[src/mcas_ram.sv]
// generic single-write single-read ram with registered read
module mcas_ram #(
	parameter int Width = 16,
	parameter int Depth = 256
) (
	input  logic                     clk,
	input  logic                     we,
	input  logic [$clog2(Depth)-1:0] waddr,
	input  logic [Width-1:0]         wdata,
	input  logic [$clog2(Depth)-1:0] raddr,
	output logic [Width-1:0]         rdata
);

	logic [Width-1:0] mem [Depth];

	// write port and registered read
	always_ff @(posedge clk) begin
		if (we) begin
			mem[waddr] <= wdata;
		end
		rdata <= mem[raddr];
	end

endmodule

[config.mk]
export PLATFORM = sky130hd
export DESIGN_NAME = mcas_ram
export DESIGN_NICKNAME = d
export VERILOG_FILES = /design/src/mcas_ram.sv
export SDC_FILE = /design/constraint.sdc
export NUM_CORES = 2
export LEC_CHECK = 0
export ABC_AREA = 1
export BUFFER_PORTS_ARGS = -buffer_cell sky130_fd_sc_hd__clkbuf_2
export CAP_MARGIN = 20
export CORE_MARGIN = 10
export CORE_UTILIZATION = 48
export CTS_BUF_LIST = sky130_fd_sc_hd__clkbuf_8
export CTS_CLUSTER_SIZE = 30
export DETAILED_ROUTE_END_ITERATION = 10
export PLACE_DENSITY = 0.74
export SYNTH_ARGS = -nofsm -noshare
export SYNTH_HDL_FRONTEND = slang
export SYNTH_SLANG_ARGS = --single-unit
[constraint.sdc]
create_clock -name clk -period 2.5 [get_ports clk]
set_input_delay 0.125 -clock clk [delete_from_list [all_inputs] [get_ports clk]]
set_output_delay 0.125 -clock clk [all_outputs]
set_load 0.05 [all_outputs]
==> flow_summary.yaml <==
logic_synthesis:
  yosys_warnings: 0
  synth_most_common_cell: "nand2_1"
  yosys.area.top_type: "edfxtp_1"
  ys_types: 15
  synth_fp_nets: 13651
  synthTopCellsByCount: "4211 x nand2_1, 4096 x edfxtp_1, 4035 x nand3_1"
  synth_cells: 13617
  synth.mux.area_fraction_pct: 0
  avgSynthCellArea_um2: 12.2
  ys_ff_latch: 4112
  synth_compound_area_share_pct: 0
  synth_top_family_by_area: "simple AND/OR/NAND/NOR gates"
  ys_async_sr_fraction_pct: 0
  synth_edf_count: 4096
  synth_seq_area_share_pct: 74.4
  synth-simple-area-share_pct: 22.4
  synth_fa_ha_area_share_pct: 0
  synth_xor_area_share_pct: 0
  syn_area_um2: 166000
  yosys-top-cells-area: "edfxtp_1 74%, nand3_1 12%, nand2_1 9.5%, buf_2 1.5%, buf_4 0.74%"
  synthFlopType: "edfxtp_1"
  synth_top_area_share_pct: 74.2
drt:
  postRouteAntennaNets: 0
  num_vias: 113475
  drt_first_pass_iters: 9
  routed_via_density: 5.85
  first_iter_violations: 16150
  drt_drc_violations_left: 0
  wl_um: 471000
  wl_per_cell_um: 24.3
worst_setup_path:
  worst_setup_path_end_kind: "flop"
  slowest_stage: "dlygate4sd3_1"
  critPathKind: "in2reg"
  path_cells: "dlygate4sd3_1 > clkbuf_2 > nand2_1 > dlygate4sd3_1 > nor2_1 > nand2_2 > buf_4 > nor2_1 > buf_4"
  cp.required_ns: 3.35
  crit_fanout: 12
  slowest_delay_ns: 0.78
  startpoint_type: "input port"
  crit_arrival_ns: 3.35
cells_and_area:
  postLayoutCellArea_um2: 189000
  area_growth_pct: 14.2
  final_nets: 14404
  drive_gt1_share_pct: 12.1
global_route:
  grt_remaining_overflow: 0
  grt_pass1_vias: 108391
  grt_max_degree: 106
  antenna_found_initial: 23
  grtUsageTotal_pct: 24.5
  grt_pass1_wl_um: 694000
floorplanning:
  ios: 50
  start_util_pct: 48.2
  coreArea_um2: 344000
  die_w_um: 608
  die-area_um2: 369000
  die_h_um: 608
  rows: 215
cts:
  cts_tree: "done"
  clk_path_buf_depth: 4
  numCtsBuffers: 638
  clock_latency_ns: 1.22
  path_clk_slew_ns: 0.06
  cts_setup_buffers: 0
  cts_sinks: 4112
  cts-root-buf: "clkbuf_8"
  htreeDepth: 6
timing:
  setup_tns_ns: -0.00322
  period_share_pct: 100
  finalSetupViolations: 2
  timing.fmax_ghz: 0.400
  drv_slew: 0
  worst-slew-pin-transition_ns: 1.16
  fin_crit_ns: 2.50
  fin_ws_ns: -0.00166
  clock_skew_ns: 0.0750
  relSlewSlack_pct: 22.2
  hold_violations: 0
run:
  max_cap_violations: 0
outcome:
  outcome: "finished, violations left"
  violations: "negative setup slack"
placed_design:
  place_area_um2: 177000
  place.gp.congestion: 0.926
  io_buffers: 49
  dpl.hpwl_um: 284000
power_and_ir_drop:
  leakagePower_nw: 67.9
  peakVddDrop_mv: 0.604
  power_density_nw_per_um2: 728
worst_hold_path:
  hp-class: "in2reg"
[layer usage]
layer	GRT usage [%]	wire, um	vias up
met3	5.23	56600	1255
li1	-	-	50222
met4	13.5	28700	10
met1	31.9	169000	54653
met5	0	61	-
met2	38.5	217000	7335
[report_power, final]
part           switching (mW)  total [mW]  leakage [nW]  internal, mW
Clock                    26.6        51.7          6.65          25.2
Sequential              0.172        76.2          36.9          76.0
Combinational            7.10        9.92          24.3          2.82
Total                    33.8         138          67.9           104
[worst paths after layout]
| check | from | end | slack, ns | cells past startpoint |
|---|---|---|---|---|
| worst min register to register | mem[30][1]$_DFFE_PP_ | rdata[1]$_DFF_P_ | 1.04 | 10 |
| worst max register to register | mem[191][12]$_DFFE_PP_ | rdata[12]$_DFF_P_ | 0.13 | 12 |
| worst min-delay path | wdata[14] | mem[50][14]$_DFFE_PP_ | 0.07 | 3 |
| worst max-delay path | waddr[3] | mem[109][12]$_DFFE_PP_ | -0.002 | 9 |
[cells by family after synthesis]
logic type             after synthesis
DFF                               4112
and+or+nand+nor                   8529
buffers and inverters              976
[cells in the final DEF, fill, tap and decap left out, drive strengths merged]
cell type,instances
nand2,4211
edfxtp,4096
nand3,4035
buf,962
clkbuf,672
inv,298
nor2,283
clkinv,201
dlygate4sd3,59
dfxtp,16
bufinv,8
diode,7
clkinvlp,4
dlymetal6s4s,1
[sequential cells by signal, summed over array words and instances (netlist names)]
name	count
mem	4096
rdata	16
[critical path: cells and delay by family]
| kind | cells | cell delay [ns] |
|---|---|---|
| buffers and inverters | 5 | 2.28 |
| and+or+nand+nor | 4 | 0.91 |
[area by class of cell]
cell class	instances	area [um2]
timing repair buffer	1050	11300
sequential	4112	123000
fill	26935	154000
clock inverter	472	2590
inverter	39	199
antenna	7	17.5
clock buffer	644	8860
tap	4557	5700
multi-input combinational	8529	37200
[through the flow]
step	util (%)	power (mW)	std cells	hold slack [ns]	setup slack [ns]
6_report	55.1	138	19410	0.0699	-0.00166
5_1_grt	55.1	142	19407	0.0907	-0.0894
4_1_cts	55.0	138	19402	0.0166	0.0132
3_5_place_dp	51.5	87.1	18219	0.434	-0.362
3_3_place_gp	51.5	86.9	18219	0.431	-0.392
2_1_floorplan	-	82.3	13617	0.224	0.535
[timing repair]
item,4_1_cts,5_1_grt
cloned,0,1
setup endpoints to repair,1,147
resized for setup,1,17
pin swaps,0,0
hold buffers,67,0
hold endpoints to repair,6539,0
(Power assumes the default switching activity.)
